## src/rtl/fcfs_round_robin_job_scheduler_assert.svh

```systemverilog
// Assertion macros for the job scheduler RTL.
// Uses clk and rst_n of the including module; no other dependencies.
`ifndef FCFS_ROUND_ROBIN_JOB_SCHEDULER_ASSERT_SVH
`define FCFS_ROUND_ROBIN_JOB_SCHEDULER_ASSERT_SVH
`ifndef SYNTHESIS
`define FRRJS_ASSERT(lbl, prop, msg) \
    lbl: assert property (@(posedge clk) disable iff (!rst_n) (prop)) else $error(msg);
`define FRRJS_ASSERT_NEXT(lbl, cond, conseq, msg) \
    lbl: assert property (@(posedge clk) disable iff (!rst_n) (cond) |=> (conseq)) \
        else $error(msg);
`else
`define FRRJS_ASSERT(lbl, prop, msg)
`define FRRJS_ASSERT_NEXT(lbl, cond, conseq, msg)
`endif
`endif

```

## src/rtl/frrjs_pkg.sv

```systemverilog
// Shared constants, types and codes of the job scheduler.
// No dependencies; used by the interfaces and every module.
package frrjs_pkg;

    localparam int MAX_JOBS      = 16;
    localparam int TIME_BITS     = 32;
    localparam int SLOT_BITS     = (MAX_JOBS > 1) ? $clog2(MAX_JOBS) : 1;
    localparam int COUNT_BITS    = $clog2(MAX_JOBS + 1);
    localparam int PID_BITS      = 16;
    localparam int BURST_BITS    = 16;
    localparam int SLICE_BITS    = 16;
    localparam int OUT_TIME_BITS = 32;
    localparam int CFG_IDX_BITS  = 1;
    localparam int CFG_DATA_BITS = 16;

    typedef enum logic [0:0] {
        FUNC_ADMIT = 1'b0,
        FUNC_TICK  = 1'b1
    } func_t;

    typedef enum logic [CFG_IDX_BITS-1:0] {
        CFG_POLICY_MODE  = 1'b0,
        CFG_SLICE_LENGTH = 1'b1
    } cfg_idx_t;

    typedef enum logic [0:0] {
        POLICY_FCFS = 1'b0,
        POLICY_RR   = 1'b1
    } policy_t;

    typedef logic [SLOT_BITS-1:0]     slot_t;
    typedef logic [COUNT_BITS-1:0]    count_t;
    typedef logic [TIME_BITS-1:0]     time_t;
    typedef logic [PID_BITS-1:0]      pid_t;
    typedef logic [BURST_BITS-1:0]    burst_t;
    typedef logic [SLICE_BITS-1:0]    slice_t;
    typedef logic [OUT_TIME_BITS-1:0] out_time_t;

    typedef struct packed {
        pid_t   pid;
        time_t  arrival;
        burst_t remaining;
        logic   started;
    } job_entry_t;

    typedef struct packed {
        logic       wr_en;
        slot_t      wr_addr;
        job_entry_t wr_data;
        logic       rd_en;
        slot_t      rd_addr;
    } tbl_req_t;

    typedef struct packed {
        logic  push;
        slot_t push_slot;
        logic  pop;
    } q_req_t;

    typedef struct packed {
        count_t count;
        slot_t  head_slot;
    } q_stat_t;

endpackage

```

## src/rtl/frrjs_if.sv

```systemverilog
// Valid/ready channel interfaces: job input, result output, register writes.
// Depends on frrjs_pkg.
interface frrjs_job_if;
    import frrjs_pkg::*;
    logic   valid;
    logic   ready;
    logic   func;
    pid_t   job_pid;
    burst_t burst_ticks;

    modport source (output valid, func, job_pid, burst_ticks, input ready);
    modport sink (input valid, func, job_pid, burst_ticks, output ready);
endinterface

interface frrjs_result_if;
    import frrjs_pkg::*;
    logic      valid;
    logic      ready;
    logic      accepted;
    out_time_t tick_time;
    logic      ran;
    pid_t      run_pid;
    logic      first_start;
    out_time_t response_time;
    logic      finished;
    out_time_t turnaround;
    logic      context_switch;

    modport source (output valid, accepted, tick_time, ran, run_pid, first_start,
                    response_time, finished, turnaround, context_switch, input ready);
    modport sink (input valid, accepted, tick_time, ran, run_pid, first_start,
                  response_time, finished, turnaround, context_switch, output ready);
endinterface

interface frrjs_cfg_if;
    import frrjs_pkg::*;
    logic                     valid;
    logic                     ready;
    logic [CFG_IDX_BITS-1:0]  index;
    logic [CFG_DATA_BITS-1:0] data;

    modport source (output valid, index, data, input ready);
    modport sink (input valid, index, data, output ready);
endinterface

```

## src/rtl/frrjs_table.sv

```systemverilog
// Job table memory: pid, arrival, remaining ticks and started flag per slot.
// One write port, one synchronous read port; depends on frrjs_pkg.
module frrjs_table
(
    input  logic                    clk,
    input  frrjs_pkg::tbl_req_t     req,
    output frrjs_pkg::job_entry_t   rd_data
);
    import frrjs_pkg::*;

    job_entry_t mem [MAX_JOBS];
    job_entry_t rd_data_reg;

    always_ff @(posedge clk)
    begin
        if (req.wr_en)
        begin
            mem[req.wr_addr] <= req.wr_data;
        end
        if (req.rd_en)
        begin
            rd_data_reg <= mem[req.rd_addr];
        end
    end

    assign rd_data = rd_data_reg;

endmodule

```

## src/rtl/frrjs_queue.sv

```systemverilog
// Ready queue: ring of slot numbers in a memory with head, tail and count.
// Pop registers the head entry onto head_slot for the next cycle; depends on frrjs_pkg and the assert header.
`include "fcfs_round_robin_job_scheduler_assert.svh"
module frrjs_queue
(
    input  logic               clk,
    input  logic               rst_n,
    input  frrjs_pkg::q_req_t  req,
    output frrjs_pkg::q_stat_t stat
);
    import frrjs_pkg::*;

    slot_t  mem [MAX_JOBS];
    slot_t  rd_data_reg;
    slot_t  head_reg;
    slot_t  head_next;
    slot_t  tail_reg;
    slot_t  tail_next;
    count_t count_reg;
    count_t count_next;

    function automatic slot_t wrap_inc(input slot_t p);
        if (p == slot_t'(MAX_JOBS - 1))
        begin
            return '0;
        end
        return p + slot_t'(1);
    endfunction

    always_ff @(posedge clk)
    begin
        if (req.push)
        begin
            mem[tail_reg] <= req.push_slot;
        end
        if (req.pop)
        begin
            rd_data_reg <= mem[head_reg];
        end
    end

    always_comb
    begin
        head_next  = req.pop ? wrap_inc(head_reg) : head_reg;
        tail_next  = req.push ? wrap_inc(tail_reg) : tail_reg;
        count_next = count_reg;
        if (req.push && !req.pop)
        begin
            count_next = count_reg + count_t'(1);
        end
        else if (req.pop && !req.push)
        begin
            count_next = count_reg - count_t'(1);
        end
    end

    always_ff @(posedge clk or negedge rst_n)
    begin
        if (!rst_n)
        begin
            head_reg  <= '0;
            tail_reg  <= '0;
            count_reg <= '0;
        end
        else
        begin
            head_reg  <= head_next;
            tail_reg  <= tail_next;
            count_reg <= count_next;
        end
    end

    assign stat.count     = count_reg;
    assign stat.head_slot = rd_data_reg;

    `FRRJS_ASSERT(a_q_no_overflow, !(req.push && count_reg == count_t'(MAX_JOBS)), "queue push while full")
    `FRRJS_ASSERT(a_q_no_underflow, !(req.pop && count_reg == '0), "queue pop while empty")
    `FRRJS_ASSERT_NEXT(a_q_push_count, req.push && !req.pop, count_reg == $past(count_reg) + 1'b1, "queue count missed a push")

endmodule

```

## src/rtl/fcfs_round_robin_job_scheduler.sv

```systemverilog
// Tick-driven FCFS / round robin job scheduler. An admit beat, and a tick beat with no job to
// run, are handled in S_IDLE alone; a tick that runs the current job passes S_TRD (job table
// read, then write-back), and a tick that dispatches from the ready queue passes S_QRD and
// S_TRD (queue head read, job table read, write-back). The queue and job table memories have
// registered reads. A new beat is taken once the previous one is finished and the output
// register is empty or hands its beat over in that cycle.
// No clearing pass after reset.
// Depends on frrjs_pkg, frrjs_if, frrjs_queue, frrjs_table and the assert header.
`include "fcfs_round_robin_job_scheduler_assert.svh"
module fcfs_round_robin_job_scheduler
(
    input  logic                  clk,
    input  logic                  rst_n,
    frrjs_job_if.sink             job,
    frrjs_result_if.source        result,
    frrjs_cfg_if.sink             cfg
);
    import frrjs_pkg::*;

    typedef enum logic [1:0] {
        S_IDLE,
        S_QRD,
        S_TRD
    } state_t;

    typedef struct packed {
        logic      accepted;
        out_time_t tick_time;
        logic      ran;
        pid_t      run_pid;
        logic      first_start;
        out_time_t response_time;
        logic      finished;
        out_time_t turnaround;
        logic      context_switch;
    } res_t;

    state_t              state_reg;
    state_t              state_next;
    policy_t             policy_reg;
    policy_t             policy_next;
    slice_t              slice_len_reg;
    slice_t              slice_len_next;
    time_t               time_reg;
    time_t               time_next;
    logic [MAX_JOBS-1:0] busy_reg;
    logic [MAX_JOBS-1:0] busy_next;
    logic                running_valid_reg;
    logic                running_valid_next;
    slot_t               running_slot_reg;
    slot_t               running_slot_next;
    slice_t              slice_left_reg;
    slice_t              slice_left_next;
    pid_t                last_pid_reg;
    pid_t                last_pid_next;
    logic                last_valid_reg;
    logic                last_valid_next;
    logic                disp_reg;
    logic                disp_next;
    logic                out_valid_reg;
    logic                out_valid_next;
    res_t                res_reg;
    res_t                res_next;

    q_req_t              q_req;
    q_stat_t             q_stat;
    tbl_req_t            tbl_req;
    job_entry_t          cur;

    logic                job_fire;
    logic                cfg_fire;
    logic                have_free;
    slot_t               free_slot;
    burst_t              burst_fix;
    time_t               time_inc;
    burst_t              rem_new;
    slice_t              slice_new;
    logic                first_disp;

    frrjs_queue u_queue
    (
        .clk   (clk),
        .rst_n (rst_n),
        .req   (q_req),
        .stat  (q_stat)
    );

    frrjs_table u_table
    (
        .clk     (clk),
        .req     (tbl_req),
        .rd_data (cur)
    );

    assign job.ready = (state_reg == S_IDLE) && (!out_valid_reg || result.ready);
    assign job_fire  = job.valid && job.ready;
    assign cfg.ready = 1'b1;
    assign cfg_fire  = cfg.valid && cfg.ready;

    always_comb
    begin
        have_free = 1'b0;
        free_slot = '0;
        for (int i = MAX_JOBS - 1; i >= 0; i--)
        begin
            if (!busy_reg[i])
            begin
                have_free = 1'b1;
                free_slot = slot_t'(i);
            end
        end
    end

    assign burst_fix  = (job.burst_ticks == '0) ? burst_t'(1) : job.burst_ticks;
    assign time_inc   = (time_reg == '1) ? time_reg : time_reg + time_t'(1);
    assign rem_new    = cur.remaining - burst_t'(cur.remaining != '0);
    assign slice_new  = slice_left_reg - slice_t'(slice_left_reg != '0);
    assign first_disp = disp_reg && !cur.started;

    always_comb
    begin
        state_next         = state_reg;
        policy_next        = policy_reg;
        slice_len_next     = slice_len_reg;
        time_next          = time_reg;
        busy_next          = busy_reg;
        running_valid_next = running_valid_reg;
        running_slot_next  = running_slot_reg;
        slice_left_next    = slice_left_reg;
        last_pid_next      = last_pid_reg;
        last_valid_next    = last_valid_reg;
        disp_next          = disp_reg;
        out_valid_next     = out_valid_reg && !result.ready;
        res_next           = res_reg;
        q_req              = '0;
        tbl_req            = '0;

        if (cfg_fire)
        begin
            case (cfg_idx_t'(cfg.index))
                CFG_POLICY_MODE:  policy_next = policy_t'(cfg.data[0]);
                CFG_SLICE_LENGTH: slice_len_next = slice_t'(cfg.data);
                default:          policy_next = policy_reg;
            endcase
        end

        case (state_reg)
            S_IDLE:
            begin
                if (job_fire)
                begin
                    if (job.func == FUNC_ADMIT)
                    begin
                        res_next          = '0;
                        res_next.accepted = have_free;
                        out_valid_next    = 1'b1;
                        if (have_free)
                        begin
                            tbl_req.wr_en     = 1'b1;
                            tbl_req.wr_addr   = free_slot;
                            tbl_req.wr_data   = '{pid: job.job_pid, arrival: time_reg,
                                                  remaining: burst_fix, started: 1'b0};
                            q_req.push        = 1'b1;
                            q_req.push_slot   = free_slot;
                            busy_next[free_slot] = 1'b1;
                        end
                    end
                    else if (!running_valid_reg && q_stat.count != '0)
                    begin
                        q_req.pop  = 1'b1;
                        state_next = S_QRD;
                    end
                    else if (running_valid_reg)
                    begin
                        tbl_req.rd_en   = 1'b1;
                        tbl_req.rd_addr = running_slot_reg;
                        disp_next       = 1'b0;
                        state_next      = S_TRD;
                    end
                    else
                    begin
                        res_next           = '0;
                        res_next.tick_time = out_time_t'(time_reg);
                        out_valid_next     = 1'b1;
                        time_next          = time_inc;
                    end
                end
            end
            S_QRD:
            begin
                tbl_req.rd_en      = 1'b1;
                tbl_req.rd_addr    = q_stat.head_slot;
                running_slot_next  = q_stat.head_slot;
                running_valid_next = 1'b1;
                slice_left_next    = (slice_len_reg == '0) ? slice_t'(1) : slice_len_reg;
                disp_next          = 1'b1;
                state_next         = S_TRD;
            end
            S_TRD:
            begin
                tbl_req.wr_en   = 1'b1;
                tbl_req.wr_addr = running_slot_reg;
                tbl_req.wr_data = '{pid: cur.pid, arrival: cur.arrival, remaining: rem_new,
                                    started: cur.started || disp_reg};

                res_next                = '0;
                res_next.tick_time      = out_time_t'(time_reg);
                res_next.ran            = 1'b1;
                res_next.run_pid        = cur.pid;
                res_next.first_start    = first_disp;
                res_next.response_time  = first_disp ? out_time_t'(time_reg - cur.arrival) : '0;
                res_next.context_switch = last_valid_reg && (last_pid_reg != cur.pid);
                out_valid_next          = 1'b1;

                last_pid_next   = cur.pid;
                last_valid_next = 1'b1;
                slice_left_next = slice_new;
                time_next       = time_inc;

                if (rem_new == '0)
                begin
                    res_next.finished   = 1'b1;
                    res_next.turnaround = out_time_t'(time_inc - cur.arrival);
                    busy_next[running_slot_reg] = 1'b0;
                    running_valid_next  = 1'b0;
                end
                else if (policy_reg == POLICY_RR && slice_new == '0)
                begin
                    q_req.push         = 1'b1;
                    q_req.push_slot    = running_slot_reg;
                    running_valid_next = 1'b0;
                end
                state_next = S_IDLE;
            end
            default:
            begin
                state_next = S_IDLE;
            end
        endcase
    end

    always_ff @(posedge clk or negedge rst_n)
    begin
        if (!rst_n)
        begin
            state_reg         <= S_IDLE;
            policy_reg        <= POLICY_FCFS;
            slice_len_reg     <= slice_t'(4);
            time_reg          <= '0;
            busy_reg          <= '0;
            running_valid_reg <= 1'b0;
            running_slot_reg  <= '0;
            slice_left_reg    <= '0;
            last_pid_reg      <= '0;
            last_valid_reg    <= 1'b0;
            disp_reg          <= 1'b0;
            out_valid_reg     <= 1'b0;
        end
        else
        begin
            state_reg         <= state_next;
            policy_reg        <= policy_next;
            slice_len_reg     <= slice_len_next;
            time_reg          <= time_next;
            busy_reg          <= busy_next;
            running_valid_reg <= running_valid_next;
            running_slot_reg  <= running_slot_next;
            slice_left_reg    <= slice_left_next;
            last_pid_reg      <= last_pid_next;
            last_valid_reg    <= last_valid_next;
            disp_reg          <= disp_next;
            out_valid_reg     <= out_valid_next;
        end
    end

    always_ff @(posedge clk)
    begin
        res_reg <= res_next;
    end

    assign result.valid          = out_valid_reg;
    assign result.accepted       = res_reg.accepted;
    assign result.tick_time      = res_reg.tick_time;
    assign result.ran            = res_reg.ran;
    assign result.run_pid        = res_reg.run_pid;
    assign result.first_start    = res_reg.first_start;
    assign result.response_time  = res_reg.response_time;
    assign result.finished       = res_reg.finished;
    assign result.turnaround     = res_reg.turnaround;
    assign result.context_switch = res_reg.context_switch;

    `FRRJS_ASSERT(a_trd_out_free, !(state_reg == S_TRD && out_valid_reg), "write-back with result register occupied")
    `FRRJS_ASSERT(a_busy_covers_jobs, $countones(busy_reg) >= int'(q_stat.count) + int'(running_valid_reg), "queued or running job without a busy slot")
    `FRRJS_ASSERT_NEXT(a_finish_frees, state_reg == S_TRD && rem_new == '0, !busy_reg[$past(running_slot_reg)] && !running_valid_reg, "finished job still holds its slot")

endmodule
```

## src/flat_wrapper.sv

```systemverilog
// flat-port wrapper written by rule: the top's interface ports become plain ports
module fcfs_round_robin_job_scheduler_flat import frrjs_pkg::*;
  (clk, rst_n, job_valid, job_func, job_job_pid, job_burst_ticks, job_ready, result_valid, result_accepted, result_tick_time, result_ran, result_run_pid, result_first_start, result_response_time, result_finished, result_turnaround, result_context_switch, result_ready, cfg_valid, cfg_index, cfg_data, cfg_ready);
  frrjs_job_if job_i ();
  frrjs_result_if result_i ();
  frrjs_cfg_if cfg_i ();
  input  logic clk;
  input  logic rst_n;
  input wire logic [$bits(job_i.valid)-1:0] job_valid;
  input wire logic [$bits(job_i.func)-1:0] job_func;
  input wire logic [$bits(job_i.job_pid)-1:0] job_job_pid;
  input wire logic [$bits(job_i.burst_ticks)-1:0] job_burst_ticks;
  output wire logic [$bits(job_i.ready)-1:0] job_ready;
  output wire logic [$bits(result_i.valid)-1:0] result_valid;
  output wire logic [$bits(result_i.accepted)-1:0] result_accepted;
  output wire logic [$bits(result_i.tick_time)-1:0] result_tick_time;
  output wire logic [$bits(result_i.ran)-1:0] result_ran;
  output wire logic [$bits(result_i.run_pid)-1:0] result_run_pid;
  output wire logic [$bits(result_i.first_start)-1:0] result_first_start;
  output wire logic [$bits(result_i.response_time)-1:0] result_response_time;
  output wire logic [$bits(result_i.finished)-1:0] result_finished;
  output wire logic [$bits(result_i.turnaround)-1:0] result_turnaround;
  output wire logic [$bits(result_i.context_switch)-1:0] result_context_switch;
  input wire logic [$bits(result_i.ready)-1:0] result_ready;
  input wire logic [$bits(cfg_i.valid)-1:0] cfg_valid;
  input wire logic [$bits(cfg_i.index)-1:0] cfg_index;
  input wire logic [$bits(cfg_i.data)-1:0] cfg_data;
  output wire logic [$bits(cfg_i.ready)-1:0] cfg_ready;
  assign job_i.valid = job_valid;
  assign job_i.func = job_func;
  assign job_i.job_pid = job_job_pid;
  assign job_i.burst_ticks = job_burst_ticks;
  assign job_ready = job_i.ready;
  assign result_valid = result_i.valid;
  assign result_accepted = result_i.accepted;
  assign result_tick_time = result_i.tick_time;
  assign result_ran = result_i.ran;
  assign result_run_pid = result_i.run_pid;
  assign result_first_start = result_i.first_start;
  assign result_response_time = result_i.response_time;
  assign result_finished = result_i.finished;
  assign result_turnaround = result_i.turnaround;
  assign result_context_switch = result_i.context_switch;
  assign result_i.ready = result_ready;
  assign cfg_i.valid = cfg_valid;
  assign cfg_i.index = cfg_index;
  assign cfg_i.data = cfg_data;
  assign cfg_ready = cfg_i.ready;
  fcfs_round_robin_job_scheduler u_core (.clk(clk), .rst_n(rst_n), .job(job_i), .result(result_i), .cfg(cfg_i));
endmodule
```

## config.mk

```make
export PLATFORM = sky130hd
export DESIGN_NAME = fcfs_round_robin_job_scheduler_flat
export DESIGN_NICKNAME = d
export VERILOG_FILES = /design/src/rtl/frrjs_pkg.sv /design/src/rtl/frrjs_if.sv /design/src/rtl/frrjs_table.sv /design/src/rtl/frrjs_queue.sv /design/src/rtl/fcfs_round_robin_job_scheduler.sv /design/src/flat_wrapper.sv
export VERILOG_INCLUDE_DIRS = /design/src /design/src/rtl
export SDC_FILE = /design/constraint.sdc
export NUM_CORES = 2
export LEC_CHECK = 0
export BUFFER_PORTS_ARGS = -buffer_cell sky130_fd_sc_hd__buf_2
export CAP_MARGIN = 20
export CORE_ASPECT_RATIO = 1.1
export CORE_UTILIZATION = 56
export CTS_BUF_LIST = sky130_fd_sc_hd__clkbuf_16
export DETAILED_ROUTE_END_ITERATION = 8
export PLACE_DENSITY = 0.8
export REMOVE_ABC_BUFFERS = 1
export SYNTH_ARGS = -nofsm -noshare
export SYNTH_HDL_FRONTEND = slang
export SYNTH_SLANG_ARGS = --single-unit
```

## constraint.sdc

```tcl
create_clock -name clk -period 5.2 [get_ports clk]
set_clock_uncertainty 0.15 [all_clocks]
set_input_delay 1.04 -clock clk [delete_from_list [all_inputs] [get_ports clk]]
set_output_delay 1.04 -clock clk [all_outputs]
set_load 0.01 [all_outputs]
```

==> summary.txt <==
Die
  • Die area: 0.109 sq mm
  • Core box area: 0.107 sq mm
  • Row Count: 126
  • Die width: 315 um
  • IO Pins: 175
  • Initial core utilization: 56.4%
  • Die Y: 347 um

Timing
  • Final setup fails: 0
  • Final hold vios: 0
  • Final TNS setup: 0 ns
  • Fin crit period: 5.08 ns
  • Fmax: 197 MHz
  • Final worst slack: 0.121 ns
  • Final Max Slew Viols: 0
  • Worst slew pin tran: 1.10 ns
  • Worst rel slew slack: 26.5%
  • RSZ-0062 raised after global routing: true
  • Final cycle utilization of the critical path: 97.7%

Min path
  • Hold Crit Class: input port to async pin

Critical path
  • Crit path kind: register to register
  • Worst reg2reg path depth: 22
  • Crit path max fanout: 4
  • R2r setup slk: 0.12 ns
  • Slowest CP cell: or4_4
  • R2r endpoint: u_core.u_queue.count_reg[4]$_DFFE_PN0P_
  • RR Startpoint: u_core.u_table.rd_data[7]$_DFFE_PP_
  • Arrival time at the worst endpoint: 5.56 ns
  • Critical Path Source Type: register
  • Worst-path cell chain: or4_4, or4_4, nor2_4, nand2_1, ha_2, ha_4, or3b_4, nor2_1, or4_1, a21oi_2, o2111a_2, buf_12, nor3b_4, or2_4, ha_4, inv_1, ha_1, a21o_1, a21oi_2, xnor2_1, nor2_1, xor2_1
  • Worst setup EP type: register
  • Worst EP required: 5.68 ns
  • Critical path origin: u_core.u_table.rd_data[7]$_DFFE_PP_
  • Worst path max stage delay: 0.52 ns

Synthesis
  • Netlist cell types: 81
  • Mapped Cells: 4608
  • Avg Inst Size Synth: 13.1 sq um
  • Post-synth top area cell: edfxtp_1
  • Seq/Total Area, Yosys: 69.0%
  • #FFs+latches synth: 1410
  • FFs w/ async S/R, synth: 8.51%
  • Post-Syn Area: 0.0605 sq mm
  • Yosys top cell area share: 64.0%
  • Ys Warns: 0
  • Primary FF master, synth: edfxtp_1
  • Leading post-synthesis cells by cell area: edfxtp_1 64%, dfrtp_1 4.9%, nand2_1 4.3%
  • Number of synthesized flops with an enable pin: 1290

Route
  • WL/cell: 23.4 um
  • Vias/cell: 6.32
  • Iter 0 DRT Violations: 4819
  • Vias: 39900
  • Drt first pass iters: 9
  • Antenna Nets Post-Route: 0
  • Routed Wire Length: 148 mm
  • DRC viols: 23

Placement
  • Count of buffers from port buffering: 173
  • Placer Congestion: 0.956
  • DP HPWL: 83.3 mm
  • Worst slack at placement: -0.190 ns
  • Placed instance area: 0.0640 sq mm

Clock network
  • Later-pin clock latency in the skew report: 0.76 ns
  • Clock sinks: 1410
  • CTS Buf Count: 139
  • # H-tree levels: 4
  • CTS max path bufs: 3
  • TritonCTS clock tree: yes
  • Clock-pin slew on the worst setup and hold paths: 0.06 ns
  • CTS root buf: clkbuf_16
  • Hold-fix buffers, CTS: 0

Finish
  • Fillers: 7414
  • Commonest non-fill, non-tap cell in the layout: edfxtp_1
  • Synthesis-to-finish area growth: 13.5%
  • Layout cell share with drive strength beyond 1: 13.1%
  • Nets: 4941
  • Cell area after layout: 0.0687 sq mm
  • Antenna cells: 0
  • Most frequent cells in the layout: 1290 x edfxtp_1, 685 x nand2_1, 334 x a211oi_1
  • Max FFs per register: 1040
  • Post-layout util: 64.1%

GRT
  • Total global-route track usage: 26.8%
  • Global route overflow: 0
  • Vias in the first global route: 38900
  • Largest net degree at the start of global routing: 109
  • Antenna violations before repair: 1
  • First-pass GRT wire length: 224 mm

Run status
  • Violated checks: DRC
  • Status: finished with violations

Power
  • P per Cell Area: 575 mW/mm^2
  • Leak: 24.2 nW
  • Peak VDD IR: 0.372 mV

Run
  • # Max-Cap Violations: 0
per-stage QoR:
| step | total power [mW] | std cells | hold WS (ns) |
|---|---|---|---|
| floorplan | 24.8 | 4312 | 0.278 |
| global placement | 29.0 | 6063 | 0.292 |
| detailed placement | 29.4 | 6063 | 0.299 |
| CTS | 39.3 | 6309 | 0.252 |
| global route | 41.2 | 6317 | 0.290 |
| finish | 39.5 | 6317 | 0.239 |
worst max-delay path, delay by kind of cell (launching register included):
family                     cells  cell delay [ns]
and+or+nand+nor               10             2.35
xor gates and xnor gates       2             0.27
DFF                            1             0.43
adders and majority gates      4             0.80
buffers and inverters          2             0.22
AOI/OAI and AO/OA              4             0.71
cells by family after synthesis:
| group | count (synthesis) | share of synthesized area [%] |
|---|---|---|
| compound gates | 1146 | 12.8 |
| fa+ha+maj | 82 | 1.73 |
| buf+inv | 371 | 2.33 |
| simple gates | 1398 | 10.9 |
| mux | 48 | 1.01 |
| xor+xnor | 152 | 2.20 |
| other cells | 1 | 0.00620 |
| flops | 1410 | 69.0 |
worst max path at each step:
stage	end	slack (ns)	cells after the start
after global routing	u_core.u_queue.count_reg[3]$_DFFE_PN0P_	-0.04	23
after detailed placement	u_core.u_queue.count_reg[4]$_DFFE_PN0P_	-0.19	22
after global placement	u_core.u_queue.count_reg[4]$_DFFE_PN0P_	-0.11	22
after CTS	u_core.u_queue.count_reg[4]$_DFFE_PN0P_	0.01	22
after floorplan	u_core.u_table.rd_data[0]$_DFFE_PP_	-17.60	9
final	u_core.u_queue.count_reg[4]$_DFFE_PN0P_	0.12	22
cells in the mapped netlist, types with 75 or more instances:
| cell | instances |
|---|---|
| a311oi_1 | 134 |
| ha_1 | 79 |
| dfrtp_1 | 119 |
| clkbuf_1 | 278 |
| nand2_1 | 686 |
| a31oi_1 | 140 |
| edfxtp_1 | 1290 |
| xnor2_1 | 81 |
| inv_1 | 75 |
| nor2_1 | 158 |
| o21ai_0 | 144 |
| a21oi_1 | 226 |
| and2_1 | 294 |
| a211oi_1 | 335 |
per-layer routing:
layer  part of all wire [%]  vias to the layer above  GRT usage (%)  wire length, um
met4                    3.6                        2           10.8             5320
met3                    8.4                      374           4.03            12500
met5                  0.014                        -              0               20
met2                     50                     2097           44.6            73400
li1                       -                    17700              -                -
met1                     38                    19700           35.4            56600
layout make-up:
class | instances | area [sq um] | share of cell area [%]
clock inverters | 102 | 908 | 1.32
well taps | 1408 | 1760 | 2.56
clock buffers | 144 | 3600 | 5.25
multi-input cells | 2827 | 17700 | 25.8
inverters | 75 | 283 | 0.412
repair buffers | 351 | 2700 | 3.93
flip-flops and latches | 1410 | 41700 | 60.8
report_power, final:
group | total (mW) | switching [mW] | internal (mW)
sequential | 17.1 | 0.836 | 16.3
combinational | 12.5 | 8.62 | 3.87
clock | 9.88 | 4.19 | 5.68
timing repair:
item / in CTS / in global routing
setup buffers: 0 / 5
gates resized for setup: 7 / 24
endpoints found under the setup margin: 2 / 22
gates cloned: 0 / 0
pin swaps: 2 / 15
Power figures use the tool's default switching activity.
